--- config.mk ---
export PLATFORM = sky130hd
export DESIGN_NAME = linear_fan_curve_controller_top
export DESIGN_NICKNAME = d
export VERILOG_FILES = /design/src/lfc_pkg.sv /design/src/linear_fan_curve_controller_top.sv /design/src/lfc_div.sv
export SDC_FILE = /design/constraint.sdc
export NUM_CORES = 1
export LEC_CHECK = 0
export BUFFER_PORTS_ARGS = -buffer_cell sky130_fd_sc_hd__buf_4
export CORE_ASPECT_RATIO = 0.6
export CORE_MARGIN = 2
export CORE_UTILIZATION = 45
export DETAILED_ROUTE_END_ITERATION = 16
export PLACE_DENSITY = 0.74
export SYNTH_ARGS = -nofsm -noshare
export SYNTH_HDL_FRONTEND = slang
export SYNTH_SLANG_ARGS = --single-unit
--- constraint.sdc ---
create_clock -name i_clk -period 8.08 [get_ports i_clk]
set_clock_uncertainty 0.1 [all_clocks]
set_input_delay 0.404 -clock i_clk [delete_from_list [all_inputs] [get_ports i_clk]]
set_output_delay 0.404 -clock i_clk [all_outputs]
set_load 0.05 [all_outputs]
--- src/lfc_pkg.sv ---
// Shared types and constants of the linear fan curve controller.
package lfc_pkg;

    localparam int TEMP_BITS  = 12;
    localparam int DUTY_BITS  = 8;
    localparam int IVAL_BITS  = 16;
    localparam int CFG_BITS   = 16;
    localparam int ADDR_BITS  = 3;
    localparam int DIV_STEPS  = DUTY_BITS;
    localparam int DIV_W      = TEMP_BITS + DUTY_BITS;

    localparam logic [DUTY_BITS-1:0] DUTY_MAX = {DUTY_BITS{1'b1}};
    localparam logic [DUTY_BITS-1:0] DUTY_MIN = '0;
    localparam logic [IVAL_BITS-1:0] ELAPSED_SAT = {IVAL_BITS{1'b1}};

    localparam logic [ADDR_BITS-1:0] CFG_UPDATE_INTERVAL  = 3'd0;
    localparam logic [ADDR_BITS-1:0] CFG_OFF_TEMPERATURE  = 3'd1;
    localparam logic [ADDR_BITS-1:0] CFG_FULL_TEMPERATURE = 3'd2;
    localparam logic [ADDR_BITS-1:0] CFG_OVERRIDE_ENABLE  = 3'd3;
    localparam logic [ADDR_BITS-1:0] CFG_MANUAL_DUTY      = 3'd4;

    localparam logic [IVAL_BITS-1:0] RST_UPDATE_INTERVAL = 16'd2000;
    localparam logic [TEMP_BITS-1:0] RST_OFF_TEMPERATURE = 12'd480;
    localparam logic [TEMP_BITS-1:0] RST_FULL_TEMPERATURE = 12'd800;
    localparam logic [DUTY_BITS-1:0] RST_MANUAL_DUTY = 8'd255;

    typedef struct packed {
        logic                        sample_valid;
        logic signed [TEMP_BITS-1:0] temperature;
    } t_in_item;

    typedef struct packed {
        logic [DUTY_BITS-1:0] fan_duty;
        logic                 duty_updated;
    } t_out_item;

endpackage

--- src/linear_fan_curve_controller_top.sv ---
// Top level of the linear fan curve controller: registers, sequencer, output stage.
//
//   channel   direction  handshake                 payload
//   in        input      i_in_valid / o_in_ready   i_in_item  (t_in_item)
//   out       output     o_out_valid / i_out_ready o_out_item (t_out_item)
//   cfg       input      i_cfg_wr_en               i_cfg_addr, i_cfg_wdata
//
// An item that needs no curve division has its result registered in the cycle after acceptance.
// An item that runs the curve goes through load, 8 passes of the shared subtractor
// in the serial divider, and write-back.
// Reset sets the counter to saturation, so the first valid sample updates at once.
// The input is not ready while a division runs or a result waits in the output register.
module linear_fan_curve_controller_top (
    input  logic                           i_clk,
    input  logic                           i_rst_n,
    input  logic                           i_in_valid,
    output logic                           o_in_ready,
    input  lfc_pkg::t_in_item              i_in_item,
    output logic                           o_out_valid,
    input  logic                           i_out_ready,
    output lfc_pkg::t_out_item             o_out_item,
    input  logic                           i_cfg_wr_en,
    input  logic [lfc_pkg::ADDR_BITS-1:0]  i_cfg_addr,
    input  logic [lfc_pkg::CFG_BITS-1:0]   i_cfg_wdata
);
    import lfc_pkg::*;

    typedef enum logic {
        S_IDLE,
        S_DIV
    } t_state;

    t_state                      r_state;
    logic [IVAL_BITS-1:0]        r_update_interval;
    logic signed [TEMP_BITS-1:0] r_off_temperature;
    logic signed [TEMP_BITS-1:0] r_full_temperature;
    logic                        r_override_enable;
    logic [DUTY_BITS-1:0]        r_manual_duty;
    logic [DUTY_BITS-1:0]        r_held_duty;
    logic [IVAL_BITS-1:0]        r_elapsed_ms;
    logic                        r_out_valid;
    t_out_item                   r_out_item;

    logic                        w_accept;
    logic [IVAL_BITS-1:0]        n_elapsed_ms;
    logic                        w_due;
    logic                        w_degen;
    logic [TEMP_BITS-1:0]        w_delta;
    logic [TEMP_BITS-1:0]        w_span;
    logic [DIV_W-1:0]            w_num;
    logic                        w_div_start;
    logic                        w_div_done;
    logic [DUTY_BITS-1:0]        w_div_quot;
    logic                        w_out_load;

    assign o_in_ready  = (r_state == S_IDLE) && (!r_out_valid || i_out_ready);
    assign w_accept    = i_in_valid && o_in_ready;
    assign o_out_valid = r_out_valid;
    assign o_out_item  = r_out_item;

    assign n_elapsed_ms = (r_elapsed_ms == ELAPSED_SAT) ? ELAPSED_SAT
                                                        : r_elapsed_ms + 1'b1;
    assign w_due   = i_in_item.sample_valid && (n_elapsed_ms >= r_update_interval);
    assign w_degen = (r_full_temperature <= r_off_temperature);
    assign w_delta = TEMP_BITS'(i_in_item.temperature - r_off_temperature);
    assign w_span  = TEMP_BITS'(r_full_temperature - r_off_temperature);
    assign w_num   = DIV_W'({w_delta, {DUTY_BITS{1'b0}}}) - DIV_W'(w_delta);

    assign w_div_start = w_accept && !r_override_enable && w_due && !w_degen
                         && (i_in_item.temperature > r_off_temperature)
                         && (i_in_item.temperature < r_full_temperature);

    assign w_out_load = (w_accept && !w_div_start) || ((r_state == S_DIV) && w_div_done);

    lfc_div u_div (
        .i_clk   (i_clk),
        .i_rst_n (i_rst_n),
        .i_start (w_div_start),
        .i_num   (w_num),
        .i_den   (w_span),
        .o_done  (w_div_done),
        .o_quot  (w_div_quot)
    );

    always_ff @(posedge i_clk) begin
        if (!i_rst_n) begin
            r_update_interval  <= RST_UPDATE_INTERVAL;
            r_off_temperature  <= RST_OFF_TEMPERATURE;
            r_full_temperature <= RST_FULL_TEMPERATURE;
            r_override_enable  <= 1'b0;
            r_manual_duty      <= RST_MANUAL_DUTY;
        end else if (i_cfg_wr_en) begin
            unique case (i_cfg_addr)
                CFG_UPDATE_INTERVAL:  r_update_interval  <= i_cfg_wdata[IVAL_BITS-1:0];
                CFG_OFF_TEMPERATURE:  r_off_temperature  <= i_cfg_wdata[TEMP_BITS-1:0];
                CFG_FULL_TEMPERATURE: r_full_temperature <= i_cfg_wdata[TEMP_BITS-1:0];
                CFG_OVERRIDE_ENABLE:  r_override_enable  <= i_cfg_wdata[0];
                CFG_MANUAL_DUTY:      r_manual_duty      <= i_cfg_wdata[DUTY_BITS-1:0];
                default: ;
            endcase
        end
    end

    always_ff @(posedge i_clk) begin
        if (!i_rst_n) begin
            r_state      <= S_IDLE;
            r_held_duty  <= '0;
            r_elapsed_ms <= ELAPSED_SAT;
            r_out_valid  <= 1'b0;
        end else begin
            if (w_out_load) begin
                r_out_valid <= 1'b1;
            end else if (i_out_ready) begin
                r_out_valid <= 1'b0;
            end
            unique case (r_state)
                S_IDLE: begin
                    if (w_accept) begin
                        if (r_override_enable) begin
                            r_elapsed_ms <= n_elapsed_ms;
                            r_held_duty  <= r_manual_duty;
                            r_out_item   <= '{fan_duty: r_manual_duty, duty_updated: 1'b0};
                        end else if (w_due) begin
                            r_elapsed_ms <= '0;
                            if (w_div_start) begin
                                r_state <= S_DIV;
                            end else if (i_in_item.temperature > r_off_temperature) begin
                                r_held_duty <= DUTY_MAX;
                                r_out_item  <= '{fan_duty: DUTY_MAX, duty_updated: 1'b1};
                            end else begin
                                r_held_duty <= DUTY_MIN;
                                r_out_item  <= '{fan_duty: DUTY_MIN, duty_updated: 1'b1};
                            end
                        end else begin
                            r_elapsed_ms <= n_elapsed_ms;
                            r_out_item   <= '{fan_duty: r_held_duty, duty_updated: 1'b0};
                        end
                    end
                end
                S_DIV: begin
                    if (w_div_done) begin
                        r_held_duty <= w_div_quot;
                        r_out_item  <= '{fan_duty: w_div_quot, duty_updated: 1'b1};
                        r_state     <= S_IDLE;
                    end
                end
                default: r_state <= S_IDLE;
            endcase
        end
    end

endmodule

--- src/lfc_div.sv ---
// Restoring serial divider, one quotient bit per cycle.
module lfc_div (
    input  logic                              i_clk,
    input  logic                              i_rst_n,
    input  logic                              i_start,
    input  logic [lfc_pkg::DIV_W-1:0]         i_num,
    input  logic [lfc_pkg::TEMP_BITS-1:0]     i_den,
    output logic                              o_done,
    output logic [lfc_pkg::DUTY_BITS-1:0]     o_quot
);
    import lfc_pkg::*;

    localparam int CNT_W = $clog2(DIV_STEPS);

    logic [DIV_W-1:0]     r_rem;
    logic [DIV_W-1:0]     r_dsr;
    logic [DUTY_BITS-1:0] r_quot;
    logic [CNT_W-1:0]     r_cnt;
    logic                 r_busy;
    logic                 r_done;
    logic                 w_ge;

    assign w_ge   = (r_rem >= r_dsr);
    assign o_done = r_done;
    assign o_quot = r_quot;

    always_ff @(posedge i_clk) begin
        if (!i_rst_n) begin
            r_busy <= 1'b0;
            r_done <= 1'b0;
            r_cnt  <= '0;
        end else begin
            r_done <= !i_start && r_busy && (r_cnt == '0);
            if (i_start) begin
                r_rem  <= i_num;
                r_dsr  <= DIV_W'({i_den, {(DIV_STEPS-1){1'b0}}});
                r_cnt  <= CNT_W'(DIV_STEPS - 1);
                r_busy <= 1'b1;
            end else if (r_busy) begin
                if (w_ge) begin
                    r_rem <= r_rem - r_dsr;
                end
                r_quot <= {r_quot[DUTY_BITS-2:0], w_ge};
                r_dsr  <= r_dsr >> 1;
                r_cnt  <= r_cnt - 1'b1;
                if (r_cnt == '0) begin
                    r_busy <= 1'b0;
                end
            end
        end
    end

endmodule
==> metrics.cfg <==
[power]
p_switching_uw=586
intPower_mw=1.34
powerDensity_mw_per_mm2=187
irDropWorstVdd_mv=0.167
power_mw=1.92
p_leak_nw=4.13
share_comb_of_total_power_pct=21.9
pwr-share-seq_pct=40.0
clkPwrFrac_pct=38.2
netSwitchingFraction_pct=30.5

[outcome]
status=finished, final reports clean

[finish]
drive_above_1_share_pct=11.3
final_cell_mix=nand2_1, inv_1, dfxtp_1
n_antenna_cell=0
area_delta_synth_final_pct=11.8
fillers=1869
nNetsFinal=1181
final_common_cell=nand2_1

[worst_setup_path]
critPathCaptureType=flop
slowest_delay_ns=0.74
crit_path_start_kind=flop
rrSetupSlack_ns=2.75
critical-path-top-delay-family=compound AO/OA/AOI/OAI gates
r2r_start=r_elapsed_ms[0]$_SDFFE_PN1P_
arrival_ns=5.27
crit_path_start=r_elapsed_ms[0]$_SDFFE_PN1P_
crit_chain=ha_1, and3_1, nand3_1, nor2_1, nand2_1, or2_2, and2_1, ha_1, nand2b_1, a211oi_1, o21ai_1, a221o_1, a211oi_4, buf_4, nor2_4, o21a_1
crit_fanout=19
path_buf_inv=1
worst_ep_required_time_ns=8.02
cpMaxStageDelayCell=a211oi_4
crit_path_frequent_cell=ha_1
crit_type=flop to flop

[floorplanning]
die_w_um=188
row_count=40
die_area_mm2=0.0216
num_io_pins=48
start_util_pct=45.9
core_mm2=0.0200
die_h_um=115

[cts]
cts_tree=yes
clock-root-buffer=clkbuf_16
post_cts_resized=0
cts_inserted_buffers=17
cts_setup_buffers=0
clk_latency_ns=0.44
cts_max_path_buffers=2
clock-sinks=136
htree_levels=4
cts_hold_buf=0
clkTransAtPathRegs_ns=0.06

[grt]
grt_max_degree=86
grt_pass1_wl_mm=36.9
first_global_vias=6921
grt_use_total_pct=21.8
antenna_found_initial=0
grt_overflow=0

[sta]
finalSetupTns_ns=0
report.final.slew_viol_count=0
slew_headroom_pct=24.3
hold_viol_final=0
fmax_ghz=0.188
finalCriticalPeriod_ns=5.33
finalSetupViolations=0
rsz0062_at_grt=no
finalCritPeriodShare_pct=65.9
setup_ws_ns=2.75
tightest_slew_ns=1.13

[placed_design]
io_buffers=47
hpwl_mm=17.2
place_ws_ns=2.80
place_congestion=0.913

[synth]
synth-seq-area-share_pct=35.7
yosys_warnings=0
synth-main-ff-cell=dfxtp_1
ys_ff_latch=136
synth_edf_count=56
syn_area_mm2=0.00919
syn_inst=1036
synth_cell_types=82
postSynthAreaPerCell_um2=8.87
syn_nets=1154
synth-async-reset-ratio_pct=0

[flow_run]
drv_cap=0

[route]
via_per_inst=5.66
wire_per_inst_um=16.9
drtAntennaViolNets=0
routed_wl_mm=22.8
dr.pass1.iters=5
vias=7634
remaining_drc_errors=0
first_iter_violations=628

[hold_path]
hp-start=i_cfg_wdata[9]
worstHoldPathType=primary input to flop

==> sequential cells by signal, summed over array words and instances (netlist names), 8 cells and up <==
name / flops
u_div.r_rem: 20
u_div.o_quot: 8
r_update_interval: 16
o_out_item: 9
r_manual_duty: 8
u_div.r_dsr: 19
r_off_temperature: 12
r_full_temperature: 12
r_elapsed_ms: 16
r_held_duty: 8
==> per-layer routing <==
metal  vias to the layer above  track usage (%)  wire length [µm]
li1                       3730                -                 -
met1                      3590             35.0             12000
met4                         0             5.47               234
met2                       289             28.2              8540
met3                        25             5.36              2030
met5                         -                0                 0
==> power by group through the flow <==
stage	clock [mW]	combinational (mW)	sequential (mW)
after floorplan	0	0.291	0.790
after global placement	0	0.403	0.781
after detailed placement	0	0.410	0.782
after CTS	0.744	0.415	0.768
after global routing	0.767	0.462	0.772
final	0.734	0.420	0.768
==> metrics by stage <==
step	cell area (µm²)	hold slack, ns	cells	utilization (%)
5_1_grt	10300	0.122	1349	51.3
6_report	10300	0.124	1349	51.3
3_5_place_dp	9710	0.333	1317	48.5
3_3_place_gp	9710	0.345	1317	48.5
4_1_cts	10300	0.113	1349	51.3
2_1_floorplan	9190	0.327	1036	-
==> synth_stat cells (all sizes together) (5+ instances only) <==
master | instances | share of area, %
and4 | 7 | 0.67
a21oi | 35 | 2.2
or2 | 7 | 0.50
xor2 | 20 | 1.9
a21o | 25 | 2.0
dfxtp | 80 | 17
nand3 | 59 | 3.2
xnor2 | 34 | 3.4
mux2i | 23 | 2.5
a21boi | 40 | 3.3
nor2 | 43 | 1.8
a221o | 5 | 0.54
or3 | 5 | 0.34
a211oi | 18 | 1.6
nor3 | 17 | 1.1
nor2b | 21 | 1.4
nand2b | 15 | 1.1
edfxtp | 56 | 18
or3b | 9 | 0.86
ha | 78 | 11
and2 | 8 | 0.54
o21ai | 46 | 2.5
clkbuf | 32 | 1.3
nand2 | 160 | 6.5
o21a | 5 | 0.41
a31oi | 5 | 0.34
buf | 9 | 0.84
inv | 80 | 3.3
and3 | 12 | 0.82
o211ai | 21 | 1.9
o31ai | 5 | 0.46
nand4 | 10 | 0.84
o311ai | 5 | 0.48
==> final cells by class <==
cell class	instances	area, µm²	share of cell area [%]
timing repair buffer	49	368	3.58
tap	273	342	3.33
sequential	136	3280	32.0
inverter	81	304	2.96
clock buffer	18	429	4.18
clock inverter	14	129	1.26
multi-input combinational	778	5410	52.7
==> final timing paths <==
check | cells after the start | endpoint
worst max-delay path | 16 | u_div.r_dsr[4]$_SDFFCE_PN0P_
worst min-delay path | 3 | r_update_interval[9]$_SDFFE_PN1P_
worst max register to register | 16 | u_div.r_dsr[4]$_SDFFCE_PN0P_
worst min register to register | 2 | r_held_duty[4]$_SDFFE_PN0P_
==> tightest hold or removal path, delay by kind of cell <==
family                 cells  cell delay (ns)
and+or+nand+nor            1             0.04
buffers and inverters      1             0.10
AOI/OAI and AO/OA          1             0.07
==> cells by family after synthesis <==
kind of cell             synth area share [%]
multiplexers                             3.08
XOR/XNOR                                 5.31
flip-flops                               35.7
adder cells (fa/ha/maj)                  11.3
buffers and inverters                    5.48
AO/OA/AOI/OAI                            18.5
AND/OR/NAND/NOR                          20.7
(Power assumes the default switching activity.)
